`config.mk`:
```
export PLATFORM = sky130hd
export DESIGN_NAME = lpcc_ctrl
export DESIGN_NICKNAME = d
export VERILOG_FILES = /design/src/rtl/lpcc_pkg.sv /design/src/rtl/lpcc_ctrl.sv
export SDC_FILE = /design/constraint.sdc
export NUM_CORES = 1
export LEC_CHECK = 0
export ABC_CLOCK_PERIOD_IN_PS = 1500
export BUFFER_PORTS_ARGS = -buffer_cell sky130_fd_sc_hd__buf_2
export CORE_AREA = 2 2 39 41
export DETAILED_ROUTE_END_ITERATION = 8
export DIE_AREA = 0 0 41 43
export PLACE_DENSITY = 0.39
export SYNTH_ARGS = -nofsm -noshare
export SYNTH_HDL_FRONTEND = slang
export SYNTH_SLANG_ARGS = --single-unit
```
`constraint.sdc`:
```
create_clock -name i_clk -period 1.5 [get_ports i_clk]
set_input_delay 0.3 -clock i_clk [delete_from_list [all_inputs] [get_ports i_clk]]
set_output_delay 0.3 -clock i_clk [all_outputs]
set_load 0.05 [all_outputs]
```
`src/rtl/lpcc_pkg.sv`:
```
// shared types and constants of the label pair co-occurrence counter
package lpcc_pkg;

    // fixed widths of the result fields
    localparam int OUT_COUNT_BITS = 32;
    localparam int DISTINCT_BITS  = 16;
    localparam int OUT_DATA_BITS  = ((OUT_COUNT_BITS + DISTINCT_BITS + 1 + 7) / 8) * 8;

    // commands carried in the slave tuser bit
    localparam logic CMD_ACCUMULATE = 1'b0;
    localparam logic CMD_READ       = 1'b1;

    // controller to datapath commands
    typedef struct packed {
        logic clr_en;    // write one zero entry of the clearing sweep
        logic rd_en;     // capture the input transaction and read its bin
        logic upd_en;    // update the bin and stage the result
        logic out_load;  // move the staged result into the output register
    } t_dp_cmd;

    // datapath to controller status
    typedef struct packed {
        logic clr_done;     // last entry of the sweep is being written
        logic need_result;  // current item produces a result
        logic out_free;     // output register can take a result this cycle
    } t_dp_stat;

endpackage

```
`src/rtl/lpcc_ctrl.sv`:
```
// controller state machine: clearing sweep, accept, update, result hand-off
module lpcc_ctrl
    import lpcc_pkg::*;
(
    input  logic     i_clk,
    input  logic     i_rst_n,
    input  logic     i_s_tvalid,
    output logic     o_s_tready,
    input  t_dp_stat i_stat,
    output t_dp_cmd  o_cmd
);

    localparam logic [1:0] ST_CLEAR = 2'd0;
    localparam logic [1:0] ST_IDLE  = 2'd1;
    localparam logic [1:0] ST_LOOK  = 2'd2;
    localparam logic [1:0] ST_EMIT  = 2'd3;

    logic [1:0] r_state;
    logic [1:0] n_state;

    // state register
    always_ff @(posedge i_clk) begin
        if (!i_rst_n) begin
            r_state <= ST_CLEAR;
        end else begin
            r_state <= n_state;
        end
    end

    // next state and datapath commands
    always_comb begin
        n_state        = r_state;
        o_cmd          = '0;
        o_s_tready     = 1'b0;
        unique case (r_state)
            ST_CLEAR: begin
                o_cmd.clr_en = 1'b1;
                if (i_stat.clr_done) begin
                    n_state = ST_IDLE;
                end
            end
            ST_IDLE: begin
                o_s_tready  = 1'b1;
                o_cmd.rd_en = i_s_tvalid;
                if (i_s_tvalid) begin
                    n_state = ST_LOOK;
                end
            end
            ST_LOOK: begin
                o_cmd.upd_en = 1'b1;
                n_state      = i_stat.need_result ? ST_EMIT : ST_IDLE;
            end
            ST_EMIT: begin
                o_cmd.out_load = i_stat.out_free;
                if (i_stat.out_free) begin
                    n_state = ST_IDLE;
                end
            end
            default: begin
                n_state = ST_CLEAR;
            end
        endcase
    end

endmodule

```
==> results.md, run 1 <==
- The combined flip-flop and latch cell area is 41.3 um2.
- The height of the chip is 43 um.
- In the final layout, the multi-input gates occupy 140 um2.
- The largest registers in the layout are r_state: 2 flops.
- The count of fill cells added during filler insertion is 152.
- Traced cell by cell, the critical path runs through buf_4 -> ha_2 -> and2_1 -> buf_6.
- The number of diodes is 0.
- The area of the core is 1380 um2.
- For this design, the slowest cell found on the critical path is sky130_fd_sc_hd__dfxtp_1.
- The worst-case IR drop observed on VDD is 0.454 mV.
- The required time of the worst setup path is 1.20 ns.
- The run finished with clean final reports.
- The average vias per placed instance is 3.64.
- Buffers inserted during clock tree synthesis total 3.
- The maximum clock rate is 698 MHz.
- The number of ports placed on the die boundary is 11.
- The number of standard cells in the final layout excluding fillers is 53.
- In this design, the largest share of critical-path delay is due to flip-flops.
- The worst setup path is captured at an output port.
- For this run, the detailed router's first-pass iteration total came to 4.
- The final hold violation count is 0.
- The cell depth of the worst min-delay path is 3.
- The post-CTS repair timing setup buffer count is 0.
- The worst path in the final design needs a cycle of 1.43 ns, including I/O delays and setup.
- The kind of path behind the tightest hold check is primary input to flip-flop.
- Of the cells placed in the final design, the portion with a size suffix greater than 1 is 0.568.
- The initial cell density of the core is 0.139.
- The post-synthesis instance total is 22.
- The deepest clock path buffer count is 2.
- The overall die area is 1760 um2.
- Along the worst path, the maximum fanout reaches 3.
- The post-synthesis net count is 33.
- The DRC marker count from the first detailed-route iteration is 8.
- In this run the most critical hold path is launched from i_rst_n.
- Synthesis inferred 2 register bits.
- In the final routed layout, each cell accounts on average for 8.62 um.
- For hold timing, the worst endpoint is r_state[0].
- In this run the critical register-to-register path is launched from r_state[0].
- The total count of max-transition violations in the final report is 0.
- Relative to the synthesized area, the layout overhead comes to 66.9%.
- The fraction of the yosys area taken by sequential cells is 0.208.
- The aggregate negative setup slack is 0 ns.
- The congestion estimate from routability-driven global placement came to 0.698.
- The endpoint of the lowest-slack register-to-register path is r_state[1].
- The total via count after detailed routing is 193.
- Summing all placed instances gives a cell area of 283 um2.
- The finished cells cover 322 um2.
- The startpoint type of the worst setup path is a flip-flop.
- Yosys mapped the design onto 12 distinct sky130hd cell types.
- The number of antenna violations at the first check in global routing is 0.
- The register with the most flip-flops in the final layout is r_state.
- The commonest non-fill, non-tap cell in the layout is sky130_fd_sc_hd__buf_2.
- The tree is rooted in a sky130_fd_sc_hd__clkbuf_4.
- The slack of the worst reg-to-reg path is 0.16 ns.
- The mean instance size in the synthesized netlist is 8.76 um2.
- After global routing the overflow that remains totals 0.
- In the post-route analysis, the smallest setup slack over all paths is 0.0677 ns.
- TritonCTS built the clock tree.
- The post-layout net count is 50.
- The number of endpoints failing setup at the final stage is 0.
- The x dimension of the die is 41 um.
- The tool flagged a number of max-cap violations equal to 0.
- The remaining number of nets flagged by the antenna check after routing is 0.
- For the pin with the worst max-slew slack, the measured transition is 0.280 ns.
- Gates resized during post-CTS repair numbered 3.
- The synthesized netlist occupies a cell area of 193 um2.
- The design draws 0.471 mW.
- The quantity of I/O buffers inserted on ports is 10.
- The number of global-route vias before repair was 170.
- The flip-flop count of the largest register after layout is 2.
- The total routing usage reported by global routing is 0.0651.
- Setup repair after global routing left no endpoint under its margin.
- The number of standard-cell rows in the floorplan is 14.
- In this run the static leakage power is 0.169 nW.
- The hold buffer count at cts is 0.
- Data arrives at the worst endpoint at 1.13 ns.
- The clock-pin slew of the registers on the worst-case setup and hold paths is 0.03 ns.
- The critical path class is flip-flop to output port.
- The final layout contains routed wiring with a total length of 457 um.
- The number of clock sinks is 2.
- The HPWL reported at the end of detailed placement is 338 um.
- The path depth of the worst reg2reg path is 5.
- Headroom to the max-slew limit came out at 0.813.
- Entering global routing, the biggest net connects 6 pins.
- Together, buffers and inverters on the worst path number 2.
- Clock skew on the completed layout was measured at 0.00525 ns.
- The power density normalized to cell area is 1460 nW/um2.
- The Yosys step of the flow raised 0 warnings.
- The placed cell count is 50.
- For this run, the slowest stage of the critical path takes 0.30 ns.
- The count of H-tree levels built during CTS is 1.
- The worst slack at placement is 0.128 ns.
- The later-pin clock latency in the skew report is 0.23 ns.
- The first global-routing pass estimated 669 um of wire.
- The post-route clock period utilization is 0.955.
- After detailed routing, the number of remaining DRC violations is 0.
- Leaving out fill and tap cells, the most frequent cells in the layout are sky130_fd_sc_hd__buf_2, sky130_fd_sc_hd__inv_1, sky130_fd_sc_hd__ha_2, sky130_fd_sc_hd__clkbuf_4.
==> per-layer routing <==
layer	track usage	up-vias	wire, um
met2	0.0688	10	181
met1	0.0703	83	232
met4	0.0800	0	0
li1	-	100	-
met3	0.0471	0	43
met5	0	-	0
==> cells in the mapped netlist <==
master                       n  area share
sky130_fd_sc_hd__ha_1        5        0.32
sky130_fd_sc_hd__inv_1       4       0.078
sky130_fd_sc_hd__dfxtp_1     2        0.21
sky130_fd_sc_hd__mux2i_1     2        0.10
sky130_fd_sc_hd__nand2_1     2       0.039
sky130_fd_sc_hd__a21o_1      1       0.039
sky130_fd_sc_hd__a222oi_1    1       0.052
sky130_fd_sc_hd__and2_1      1       0.032
sky130_fd_sc_hd__and2_2      1       0.039
sky130_fd_sc_hd__clkinvlp_2  1       0.026
sky130_fd_sc_hd__nand2b_1    1       0.032
sky130_fd_sc_hd__nand3_1     1       0.026
==> how the worst max path moves through the flow <==
stage / startpoint / end / slack (ns) / cells past startpoint
after floorplan: r_state[1] / r_state[0] / 0.03 / 4
after global placement: r_state[0] / r_state[1] / 0.08 / 5
after detailed placement: r_state[0] / r_state[1] / 0.13 / 5
after CTS: r_state[1] / o_cmd[0] / 0.02 / 4
after global routing: r_state[1] / o_cmd[2] / 0.003 / 4
final: r_state[1] / o_cmd[0] / 0.07 / 4
==> power by group <==
part	leakage [nW]	internal, mW	switching, mW	total [mW]
Sequential	0.0167	0.0680	0.0151	0.0830
Combinational	0.138	0.0976	0.169	0.266
Clock	0.0138	0.0885	0.0329	0.121
Total	0.169	0.254	0.217	0.471
==> cells by family after synthesis <==
kind of cell / synth area share
muxes: 0.104
AOI/OAI and AO/OA: 0.0909
buffers and inverters: 0.104
and+or+nand+nor: 0.169
DFF: 0.208
adders and majority gates: 0.325
==> worst register-to-register path, delay by kind of cell (launching register included) <==
family	cells	cell delay, ns
flip-flops	1	0.36
AO/OA/AOI/OAI	1	0.28
buffers and inverters	2	0.26
adder cells (fa/ha/maj)	1	0.19
multiplexers	1	0.17
==> stage by stage <==
step / utilization / hold WS (ns)
after floorplan: - / 0.446
after global placement: 0.204 / 0.520
after detailed placement: 0.204 / 0.521
after CTS: 0.227 / 0.358
after global routing: 0.232 / 0.356
final: 0.232 / 0.361
==> layout make-up <==
| class | instances | area share |
|---|---|---|
| repair buffers | 12 | 0.241 |
| clock buffers | 3 | 0.0700 |
| multi-input cells | 15 | 0.436 |
| well taps | 16 | 0.0623 |
| flip-flops and latches | 2 | 0.128 |
| inverters | 5 | 0.0623 |
Power figures use the tool's default switching activity.
==> run 2, diff against run 1 <==
- BUFFER_PORTS_ARGS: -buffer_cell sky130_fd_sc_hd__buf_2 -> -buffer_cell sky130_fd_sc_hd__clkbuf_2
- CTS_CLUSTER_SIZE: unset -> 24
- SETUP_SLACK_MARGIN: unset -> 0.02
==> results.md, run 2 (synthesis gave the netlist of run 1 again) <==
- The required time of the worst setup path came to 1.20 ns (about the same).
- The TritonCTS clock tree is yes.
- The clock skew after layout was 0.000300 ns (-0.00495 ns).
- The flow ran to the end, and the final reports show no timing, DRC or antenna violations.
- The total via count after detailed routing is 198 (+2.6%).
- The overall die area is 1760 um2 (unchanged).
- The number of endpoints failing setup at the final stage was 0 (unchanged).
- The reported max-cap violation count is 0 (unchanged).
- The transition at the pin with the smallest max-transition slack is 0.270 ns (-0.0103 ns).
- The total count of max-transition violations in the final report came to 0 (unchanged).
- Setup repair after global routing could not meet its margin everywhere.
- The HPWL reported at the end of detailed placement is 392 um (+16%).
- The number of optimization iterations in the first detailed-route pass is 4 (unchanged).
- The later-pin clock latency in the skew report came to 0.22 ns (about the same).
- The proportion of power drawn by combinational gates is 0.604 (+0.038).
- The switching power was 0.221 mW (+1.9%).
- The worst slack at placement is 0.129 ns (+0.000569 ns).
- The final weighted congestion in routability-driven placement came to 0.591 (-15%).
- The number of ports placed on the die boundary came to 11 (unchanged).
- The number of clock sinks is 2 (unchanged).
- The maximum clock rate is 687 MHz (-1.6%).
- The total routing usage reported by global routing is 0.0631 (-0.00207).
- The remaining number of nets flagged by the antenna check after routing is 0 (unchanged).
- The final global-route overflow total came to 0 (unchanged).
- In this run the clock root is driven by a sky130_fd_sc_hd__clkbuf_4.
- The final routed DRC violation total came to 0 (unchanged).
- The commonest non-fill, non-tap cell in the layout is sky130_fd_sc_hd__clkbuf_2.
- The quantity of I/O buffers inserted on ports is 10 (unchanged).
- The aggregate negative setup slack came to 0 ns (unchanged).
- The number of antenna violations at the first check in global routing was 0 (unchanged).
- The number of CTS-inserted buffers is 3 (unchanged).
- The x dimension of the die is 41 um (unchanged).
- The deepest clock path buffer count is 2 (unchanged).
- The largest registers in the layout are r_state: 2 flops.
- The power density normalized to cell area is 1410 nW/um2 (-3.4%).
- In the layout the commonest cells are sky130_fd_sc_hd__clkbuf_2, sky130_fd_sc_hd__inv_1, sky130_fd_sc_hd__ha_2, sky130_fd_sc_hd__clkbuf_4.
- The per-cell routed wire length was 8.46 um (-1.9%).
- The arrival time reported for the critical path endpoint is 1.16 ns (+0.03 ns).
- The power share of the sequential group was 0.166 (-0.010).
- The fraction of power spent switching nets is 0.442 (-0.0180).
- The number of standard cells in the final layout excluding fillers is 54 (+1.9%).
- The shortest clock period the worst path allows after layout is 1.46 ns (+0.0229 ns).
- The total length of routed wires was 457 um (unchanged).
- The worst slew slack as a fraction of its limit was 0.820 (+0.00689).
- The min-delay analysis places its worst path in the category primary input to flip-flop.
- The share of cells above drive strength 1 came to 0.658 (+0.0903).
- The highest fanout seen on the critical path is 3 (unchanged).
- The number of diodes is 0 (unchanged).
- The area of the core was 1380 um2 (unchanged).
- The kind of end point of the critical path is an output port.
- More flip-flops sit in one register than any other, and that register is r_state.
- The startpoint type of the worst setup path is a flip-flop.
- The count of H-tree levels built during CTS is 1 (unchanged).
- The post-layout net count is 51 (+2.0%).
- The internal power of the cells is 0.278 mW (+9.6%).
- The worst hold slack is 0.368 ns (+0.00717 ns).
- The placed cell count is 51 (+2.0%).
- The global-route wire length before repair was 690 um (+3.1%).
- The flip-flop count of the largest register after layout is 2 (unchanged).
- The DRC marker count from the first detailed-route iteration was 7 (-1).
- The final hold violation count came to 0 (unchanged).
- The leakage power total came to 0.179 nW (+6.2%).
- The largest net degree at the start of global routing is 5 (-1).
- The height of the chip is 43 um (unchanged).
- The clock power share was 0.230 (-0.028).
- The clock-pin slew of the registers on the worst-case setup and hold paths was 0.03 ns (about the same).
- The number of standard-cell rows in the floorplan was 14 (unchanged).
- The number of global-route vias before repair is 193 (+14%).
- The critical path class is flip-flop to output port.
- The initial cell density of the core is 0.139 (unchanged).
- The least setup slack across all paths after layout is 0.0448 ns (-0.0229 ns).
- The largest voltage drop on the vdd net was 0.345 mV (-24%).
- The post-route clock period utilization was 0.970 (+0.0153).
- The average vias per placed instance is 3.67 (+0.69%).
- Relative to the synthesized area, the layout overhead comes to 83.1%.
-- run 2: worst max-delay path: stages, from the launching register on --
cell                       delay, ns
sky130_fd_sc_hd__dfxtp_2        0.31
sky130_fd_sc_hd__buf_4          0.14
sky130_fd_sc_hd__ha_2           0.17
sky130_fd_sc_hd__and2_1         0.15
sky130_fd_sc_hd__clkbuf_8       0.17
-- run 2: cell type report --
class	count	area, um2
repair buffers	13	95.1
inverters	5	20.0
clock buffers	3	22.5
multi-input cells	15	153
flip-flops and latches	2	42.5
fillers	165	1030
well taps	16	20.0
-- run 2: timing repair --
| action | in CTS | in global routing |
|---|---|---|
| pin swaps | 0 | 1 |
| resized for setup | 9 | 4 |
| endpoints found under the setup margin | 2 | 4 |
| hold buffers | 0 | 0 |
| buffers inserted | 0 | 0 |
-- run 2: per-layer routing --
metal,share of wire,global-route usage
met5,0,0
met3,0.083,0.0157
met2,0.44,0.0875
met4,0,0.0800
met1,0.47,0.0637
-- run 2: power groups by stage --
stage | sequential (mW) | clock [mW] | combinational (mW)
2_1_floorplan | 0.0788 | 0 | 0.204
3_3_place_gp | 0.0769 | 0 | 0.277
3_5_place_dp | 0.0791 | 0 | 0.275
4_1_cts | 0.0825 | 0.123 | 0.301
5_1_grt | 0.0846 | 0.128 | 0.336
6_report | 0.0830 | 0.115 | 0.301
-- run 2: path summary, 6_finish.rpt --
check                                   to  startpoint  cells after the start  slack (ns)
worst min-delay path            r_state[1]     i_rst_n                      3        0.37
worst min register to register  r_state[1]  r_state[1]                      3        0.60
worst max register to register  r_state[0]  r_state[0]                      5        0.18
worst max-delay path              o_cmd[0]  r_state[1]                      4        0.04
-- run 2: stage by stage --
| step | instance area (um2) | utilization | power [mW] |
|---|---|---|---|
| floorplan | 198 | - | 0.282 |
| global placement | 290 | 0.210 | 0.354 |
| detailed placement | 290 | 0.210 | 0.354 |
| CTS | 350 | 0.253 | 0.506 |
| global route | 353 | 0.255 | 0.548 |
| finish | 353 | 0.255 | 0.499 |
